--- src/sv/cba_pkg.sv ---
package cba_pkg;

  localparam int STORE_DEPTH_DEF = 256;
  localparam int ID_BITS         = 8;
  localparam int START_W         = 8;
  localparam int COUNT_W         = 9;
  localparam int SIZE_W          = 9;
  localparam logic [SIZE_W-1:0] SIZE_RESET = 9'd256;

  localparam int STEP_W = 3;
  localparam int COND_W = 3;

  localparam logic [STEP_W-1:0] ST_CLEAR  = 3'd0;
  localparam logic [STEP_W-1:0] ST_IDLE   = 3'd1;
  localparam logic [STEP_W-1:0] ST_BOUND  = 3'd2;
  localparam logic [STEP_W-1:0] ST_SCAN   = 3'd3;
  localparam logic [STEP_W-1:0] ST_DRAIN  = 3'd4;
  localparam logic [STEP_W-1:0] ST_DECIDE = 3'd5;
  localparam logic [STEP_W-1:0] ST_MARK   = 3'd6;
  localparam logic [STEP_W-1:0] ST_EMIT   = 3'd7;

  localparam logic [COND_W-1:0] C_ALWAYS    = 3'd0;
  localparam logic [COND_W-1:0] C_ADDR_LAST = 3'd1;
  localparam logic [COND_W-1:0] C_BEAT      = 3'd2;
  localparam logic [COND_W-1:0] C_OOR       = 3'd3;
  localparam logic [COND_W-1:0] C_AT_END    = 3'd4;
  localparam logic [COND_W-1:0] C_FAIL      = 3'd5;
  localparam logic [COND_W-1:0] C_OUT_FREE  = 3'd6;
  localparam logic [COND_W-1:0] C_NEVER     = 3'd7;

  typedef struct packed {
    logic [START_W-1:0] start_block;
    logic [COUNT_W-1:0] block_count;
  } in_beat_t;

  typedef struct packed {
    logic               granted;
    logic [ID_BITS-1:0] file_number;
  } out_beat_t;

  typedef struct packed {
    logic              clr;
    logic              take;
    logic              rd;
    logic              wr;
    logic              load_addr;
    logic              fail_cond;
    logic              emit;
    logic              nxt_inc;
    logic [COND_W-1:0] cond;
    logic [STEP_W-1:0] tgt;
  } ctl_t;

  typedef struct packed {
    logic addr_last;
    logic beat;
    logic oor;
    logic at_end;
    logic fail;
    logic out_free;
  } sts_t;

  // microcode ROM
  function automatic ctl_t cba_rom(input logic [STEP_W-1:0] step);
    ctl_t w;
    w = '0;
    unique case (step)
      ST_CLEAR: begin
        w.clr = 1'b1; w.cond = C_ADDR_LAST; w.tgt = ST_IDLE;
      end
      ST_IDLE: begin
        w.take = 1'b1; w.cond = C_BEAT; w.tgt = ST_BOUND;
      end
      ST_BOUND: begin
        w.fail_cond = 1'b1; w.nxt_inc = 1'b1; w.cond = C_OOR; w.tgt = ST_EMIT;
      end
      ST_SCAN: begin
        w.rd = 1'b1; w.cond = C_AT_END; w.tgt = ST_DRAIN;
      end
      ST_DRAIN: begin
        w.load_addr = 1'b1; w.cond = C_ALWAYS; w.tgt = ST_DECIDE;
      end
      ST_DECIDE: begin
        w.nxt_inc = 1'b1; w.cond = C_FAIL; w.tgt = ST_EMIT;
      end
      ST_MARK: begin
        w.wr = 1'b1; w.cond = C_AT_END; w.tgt = ST_EMIT;
      end
      ST_EMIT: begin
        w.emit = 1'b1; w.cond = C_OUT_FREE; w.tgt = ST_IDLE;
      end
      default: w = '0;
    endcase
    return w;
  endfunction

endpackage

--- src/sv/cba_seq.sv ---
module cba_seq (
  input  logic          clk,
  input  logic          rst_n,
  input  cba_pkg::sts_t sts,
  output cba_pkg::ctl_t ctl
);
  import cba_pkg::*;

  logic [STEP_W-1:0] step_r;
  logic [STEP_W-1:0] step_nxt;
  logic              cond_true;

  assign ctl = cba_rom(step_r);

  always_comb begin
    unique case (ctl.cond)
      C_ALWAYS:    cond_true = 1'b1;
      C_ADDR_LAST: cond_true = sts.addr_last;
      C_BEAT:      cond_true = sts.beat;
      C_OOR:       cond_true = sts.oor;
      C_AT_END:    cond_true = sts.at_end;
      C_FAIL:      cond_true = sts.fail;
      C_OUT_FREE:  cond_true = sts.out_free;
      C_NEVER:     cond_true = 1'b0;
      default:     cond_true = 1'b0;
    endcase
  end

  always_comb begin
    priority if (cond_true) begin
      step_nxt = ctl.tgt;
    end else if (ctl.nxt_inc) begin
      step_nxt = step_r + 1'b1;
    end else begin
      step_nxt = step_r;
    end
  end

  always_ff @(posedge clk) begin
    if (!rst_n) begin
      step_r <= ST_CLEAR;
    end else begin
      step_r <= step_nxt;
    end
  end

endmodule

--- src/sv/cba_dp.sv ---
module cba_dp #(
  parameter int STORE_DEPTH = cba_pkg::STORE_DEPTH_DEF
) (
  input  logic                            clk,
  input  logic                            rst_n,
  input  cba_pkg::ctl_t                   ctl,
  output cba_pkg::sts_t                   sts,
  input  logic                            in_valid,
  input  cba_pkg::in_beat_t               in_data,
  output logic                            out_valid,
  input  logic                            out_stall,
  output cba_pkg::out_beat_t              out_data,
  input  logic                            cfg_we,
  input  logic [cba_pkg::SIZE_W-1:0]      cfg_wdata
);
  import cba_pkg::*;

  localparam int AW = (STORE_DEPTH > 1) ? $clog2(STORE_DEPTH) : 1;
  localparam int CW = (AW + 1 > 10) ? AW + 1 : 10;

  logic               used_mem [STORE_DEPTH];
  logic [ID_BITS-1:0] owner_mem [STORE_DEPTH];

  logic [CW-1:0]      addr_r;
  logic [CW-1:0]      end_r;
  logic [START_W-1:0] start_r;
  logic [ID_BITS-1:0] cnt_r;
  logic [ID_BITS-1:0] id_r;
  logic [SIZE_W-1:0]  size_r;
  logic               ok_r;
  logic               rd_vld_r;
  logic               used_rd_r;
  logic               out_valid_r;
  out_beat_t          out_data_r;

  logic [CW-1:0]      lim;
  logic               beat;
  logic               at_end;
  logic               out_free;
  logic               mem_we;
  logic               own_we;
  logic [AW-1:0]      idx;

  assign beat     = in_valid & ctl.take;
  assign at_end   = (addr_r == end_r);
  assign out_free = !out_valid_r || !out_stall;
  assign idx      = addr_r[AW-1:0];
  assign mem_we   = ctl.clr | (ctl.wr & !at_end);
  assign own_we   = ctl.wr & !at_end;
  assign lim      = (CW'(size_r) > CW'(STORE_DEPTH)) ? CW'(STORE_DEPTH) : CW'(size_r);

  assign sts.addr_last = (addr_r == CW'(STORE_DEPTH - 1));
  assign sts.beat      = beat;
  assign sts.oor       = (end_r > lim);
  assign sts.at_end    = at_end;
  assign sts.fail      = !ok_r;
  assign sts.out_free  = out_free;

  assign out_valid = out_valid_r;
  assign out_data  = out_data_r;

  always_ff @(posedge clk) begin
    if (mem_we) begin
      used_mem[idx] <= !ctl.clr;
    end
    used_rd_r <= used_mem[idx];
  end

  always_ff @(posedge clk) begin
    if (own_we) begin
      owner_mem[idx] <= id_r;
    end
  end

  always_ff @(posedge clk) begin
    if (!rst_n) begin
      addr_r      <= '0;
      cnt_r       <= '0;
      size_r      <= SIZE_RESET;
      ok_r        <= 1'b0;
      rd_vld_r    <= 1'b0;
      out_valid_r <= 1'b0;
    end else begin
      if (cfg_we) begin
        size_r <= cfg_wdata;
      end
      rd_vld_r <= ctl.rd & !at_end;
      priority if (beat) begin
        addr_r <= CW'(in_data.start_block);
      end else if (ctl.load_addr) begin
        addr_r <= CW'(start_r);
      end else if (ctl.clr || ((ctl.rd || ctl.wr) && !at_end)) begin
        addr_r <= addr_r + 1'b1;
      end
      if (beat) begin
        cnt_r <= cnt_r + 1'b1;
      end
      priority if (beat) begin
        ok_r <= 1'b1;
      end else if (ctl.fail_cond && sts.oor) begin
        ok_r <= 1'b0;
      end else if (rd_vld_r && used_rd_r) begin
        ok_r <= 1'b0;
      end
      if (ctl.emit && out_free) begin
        out_valid_r <= 1'b1;
      end else if (!out_stall) begin
        out_valid_r <= 1'b0;
      end
    end
  end

  always_ff @(posedge clk) begin
    if (beat) begin
      start_r <= in_data.start_block;
      end_r   <= CW'(in_data.start_block) + CW'(in_data.block_count);
      id_r    <= cnt_r;
    end
    if (ctl.emit && out_free) begin
      out_data_r.granted     <= ok_r;
      out_data_r.file_number <= id_r;
    end
  end

endmodule

--- src/sv/contiguous_block_allocator_top.sv ---
// channel | dir | handshake         | payload
// in      | in  | in_valid/in_stall  | in_data   (start_block, block_count)
// out     | out | out_valid/out_stall| out_data  (granted, file_number)
// cfg     | in  | cfg_we            | cfg_wdata (store_size)
//
// One request at a time through the one-port bitmap RAM, one block per cycle:
// a grant is loaded after a bound check, a scan of its blocks, then a mark pass;
// a refusal right after the bound check if out of range, or after a failed scan.
// After reset a clearing pass over every block runs; in_stall stays high.
// The result sits in an output register; the next beat can be taken the cycle after.
// A stalled output holds the sequencer in its emit step until it frees up.
module contiguous_block_allocator_top #(
  parameter int STORE_DEPTH = cba_pkg::STORE_DEPTH_DEF
) (
  input  logic                       clk,
  input  logic                       rst_n,
  input  logic                       in_valid,
  output logic                       in_stall,
  input  cba_pkg::in_beat_t          in_data,
  output logic                       out_valid,
  input  logic                       out_stall,
  output cba_pkg::out_beat_t         out_data,
  input  logic                       cfg_we,
  input  logic [cba_pkg::SIZE_W-1:0] cfg_wdata
);
  import cba_pkg::*;

  ctl_t ctl;
  sts_t sts;

  assign in_stall = !ctl.take;

  cba_seq u_seq (
    .clk   (clk),
    .rst_n (rst_n),
    .sts   (sts),
    .ctl   (ctl)
  );

  cba_dp #(
    .STORE_DEPTH (STORE_DEPTH)
  ) u_dp (
    .clk       (clk),
    .rst_n     (rst_n),
    .ctl       (ctl),
    .sts       (sts),
    .in_valid  (in_valid),
    .in_data   (in_data),
    .out_valid (out_valid),
    .out_stall (out_stall),
    .out_data  (out_data),
    .cfg_we    (cfg_we),
    .cfg_wdata (cfg_wdata)
  );

endmodule

--- config.mk ---
export PLATFORM = sky130hd
export DESIGN_NAME = contiguous_block_allocator_top
export DESIGN_NICKNAME = d
export VERILOG_FILES = /design/src/sv/cba_pkg.sv /design/src/sv/cba_seq.sv /design/src/sv/cba_dp.sv /design/src/sv/contiguous_block_allocator_top.sv
export SDC_FILE = /design/constraint.sdc
export NUM_CORES = 1
export LEC_CHECK = 0
export BUFFER_PORTS_ARGS = -buffer_cell sky130_fd_sc_hd__buf_2
export CORE_MARGIN = 3
export CORE_UTILIZATION = 55
export DETAILED_ROUTE_END_ITERATION = 6
export HOLD_SLACK_MARGIN = 0.03
export PLACE_DENSITY = 0.75
export SLEW_MARGIN = 20
export SYNTH_ARGS = -nofsm -noshare
export SYNTH_HDL_FRONTEND = slang
export SYNTH_HIERARCHICAL = 1
export SYNTH_SLANG_ARGS = --single-unit
--- constraint.sdc ---
create_clock -name clk -period 5.7 [get_ports clk]
set_input_delay 0.855 -clock clk [delete_from_list [all_inputs] [get_ports clk]]
set_output_delay 0.855 -clock clk [all_outputs]
set_load 0.1 [all_outputs]
==> impl_metrics.csv <==
group,metric,value,unit
clock_network,clockRootBuffer,"clkbuf_16",
placement,place_hpwl,18200,um
floorplanning,fp.dieW,171,um
clock_network,clk_path_buf_depth,3,
pwr,p_sw,2380,uW
clock_network,clk_pin_slew,0.06,ns
global_routing,grt_usage,22.0,%
detailed_routing,m1WireLength,12600,um
finish,layout.nets,1176,
sta,relSlewSlack,22.0,%
detailed_routing,wl_met3,2410,um
floorplanning,rows,59,
pwr,powerDensity,456,nW/um2
global_routing,grt.overflow.total,0,
finish,drive_gt1_share,17.0,%
pwr,p_total,7410,uW
detailed_routing,wl,31400,um
clock_network,ctsResizeCount,0,
global_routing,antenna_found_initial,0,
sta,tns,0,ns
clock_network,htree_levels,2,
placement,portBuffers,41,
sta,skew,0.0192,ns
floorplanning,dieArea,29200,um2
sta,rsz0062_at_grt,"false",
yosys,netlist_instances,1109,
sta,tightestPinTransition,1.17,ns
global_routing,grt_max_degree,167,
pwr,ir_drop,0.413,mV
min_path,hold_path.class,"flip-flop to flip-flop",
worst_setup_path,worst-path-max-fanout,17,
detailed_routing,drc_errors,0,
global_routing,grt_pass1_wl,49400,um
clock_network,holdBufCountCts,0,
sta,timing.final.crit_share,61.4,%
pwr,p_clk_share,27.5,%
sta,drv_slew,0,
yosys,avgSynthCellArea,13.5,um2
worst_setup_path,cpLargestDelayFamily,"simple AND/OR/NAND/NOR gates",
clock_network,cts_tree,"built",
pwr,comb_power_share,27.1,%
pwr,p_leak,0.00529,uW
clock_network,cts_setup_buffers,0,
detailed_routing,first_pass_iters,5,
detailed_routing,routed.top_layer,"met4",
flow_run,drv_cap,0,
worst_setup_path,slowest_delay,0.84,ns
detailed_routing,vias,8991,
run_status,status,"complete, no violations",
floorplanning,io_pins,42,
worst_setup_path,path_cells,"nand4_1, or2_2, nor3_1, or4_1, o211ai_1, nor4_4, a21oi_2, a41o_1, a31oi_1",
pwr,p_sw_share,32.2,%
worst_setup_path,cp-start-kind,"flip-flop",
pwr,p_int,5020,uW
detailed_routing,wl_met2,15500,um
worst_setup_path,cp_slowest_cell,"dfxtp_1",
worst_setup_path,path_class,"flip-flop to flip-flop",
sta,min_period,3.50,ns
floorplanning,die_h,171,um
finish,fill_cells,1971,
worst_setup_path,required,6.13,ns
worst_setup_path,worst-path-buf-inv,0,
clock_network,cts_buffers,35,
worst_setup_path,critical_path.endpoint_type,"flip-flop",
placement,place_congestion,0.824,
sta,setup_viol,0,
yosys,syn-num-nets,1169,
clock_network,clock-sinks,325,
finish,diodes,0,
clock_network,clkLatencyLatePin,0.52,ns
detailed_routing,wire_per_inst,21.2,um
sta,hold_viol,0,
pwr,p_seq_share,45.4,%
floorplanning,fp.coreArea,26400,um2
detailed_routing,drt_iter0_markers,987,
global_routing,grt_pass1_vias,8860,
finish,areaGrowthSynthToFinish,8.64,%
yosys,yosysWarningCount,6,
floorplanning,initial_utilization,56.7,%
yosys,syn_area,14900,um2
worst_setup_path,worst_ep_arrival_time,3.94,ns
detailed_routing,drtAntennaViolNets,0,
sta,max_freq,0.286,GHz
detailed_routing,viasPerCell,6.09,
[layout by cell type, fill, tap and decap left out, types with 6 or more instances in the layout]
| cell type | count |
|---|---|
| a22o_1 | 10 |
| and2_1 | 9 |
| nand3_1 | 16 |
| nand2_2 | 12 |
| edfxtp_1 | 291 |
| o211a_1 | 7 |
| xor2_1 | 15 |
| a221oi_1 | 6 |
| dfxtp_1 | 32 |
| buf_4 | 7 |
| clkinv_1 | 12 |
| nor2_1 | 274 |
| mux4_2 | 59 |
| a21oi_1 | 26 |
| nor2b_1 | 21 |
| clkbuf_1 | 8 |
| mux2i_1 | 11 |
| xnor2_1 | 13 |
| inv_1 | 23 |
| clkbuf_16 | 35 |
| buf_2 | 41 |
| o21ai_0 | 12 |
| ha_1 | 28 |
| a22oi_1 | 19 |
| nand4_1 | 7 |
| nand2_1 | 57 |
[cell type report]
type / instances / area, um2 / share of cell area, %
sequential: 325 / 9420 / 58.1
multi-input combinational: 679 / 4990 / 30.8
clock buffer: 45 / 933 / 5.75
tap: 335 / 419 / 2.58
timing repair buffer: 48 / 258 / 1.59
inverter: 27 / 106 / 0.655
clock inverter: 17 / 95.1 / 0.586
[flip-flops by register name, indices dropped and copies added (netlist names)]
register / count
u_dp/addr_r: 10
u_dp/start_r: 8
u_dp/id_r: 8
u_dp/out_data: 9
u_dp/end_r: 10
u_dp/rd_vld_r: 1
u_dp/used_mem: 256
u_dp/cnt_r: 8
u_dp/used_rd_r: 1
u_dp/out_valid: 1
u_seq/step_r: 3
u_dp/ok_r: 1
u_dp/size_r: 9
[power groups by stage]
stage	clock network (uW)	registers, uW	logic (uW)
final	2030	3360	2010
after global routing	2180	3390	2200
after CTS	2080	3370	2010
after detailed placement	0	3420	2010
after global placement	0	3410	1970
after floorplan	0	3350	1660
[per-stage QoR]
step / instance area (um2) / setup WS (ns) / cells / util [%] / hold slack (ns)
final: 16200 / 2.20 / 1476 / 61.6 / 0.419
after global routing: 16200 / 1.99 / 1476 / 61.6 / 0.428
after CTS: 16200 / 2.30 / 1476 / 61.6 / 0.420
after detailed placement: 15200 / 2.36 / 1414 / 57.7 / 0.405
after global placement: 15200 / 2.42 / 1414 / 57.7 / 0.401
after floorplan: 14900 / 1.37 / 1109 / - / 0.400
[layer usage]
metal  GRT usage, %  vias up
met3           3.00       72
met5              0        -
li1               -     4077
met4           6.35        0
met1           30.5     4462
met2           36.9      380
[path summary, 6_finish.rpt]
kind / start / endpoint / slack [ns] / cells after the start
min reg2reg: u_dp/id_r[0]$_DFFE_PP_ / u_dp/out_data[0]$_DFFE_PP_ / 0.42 / 0
max: u_dp/addr_r[4]$_SDFFE_PN0P_ / u_seq/step_r[0]$_SDFFE_PN0P_ / 2.20 / 9
min: u_dp/id_r[0]$_DFFE_PP_ / u_dp/out_data[0]$_DFFE_PP_ / 0.42 / 0
max reg2reg: u_dp/addr_r[4]$_SDFFE_PN0P_ / u_seq/step_r[0]$_SDFFE_PN0P_ / 2.20 / 9
[worst register-to-register path: cells and delay by family, from the launching register on]
kind            cells  cell delay [ns]
compound gates      4             0.59
flops               1             0.84
simple gates        5             2.01
No activity file was read; power rests on OpenSTA's default activity.
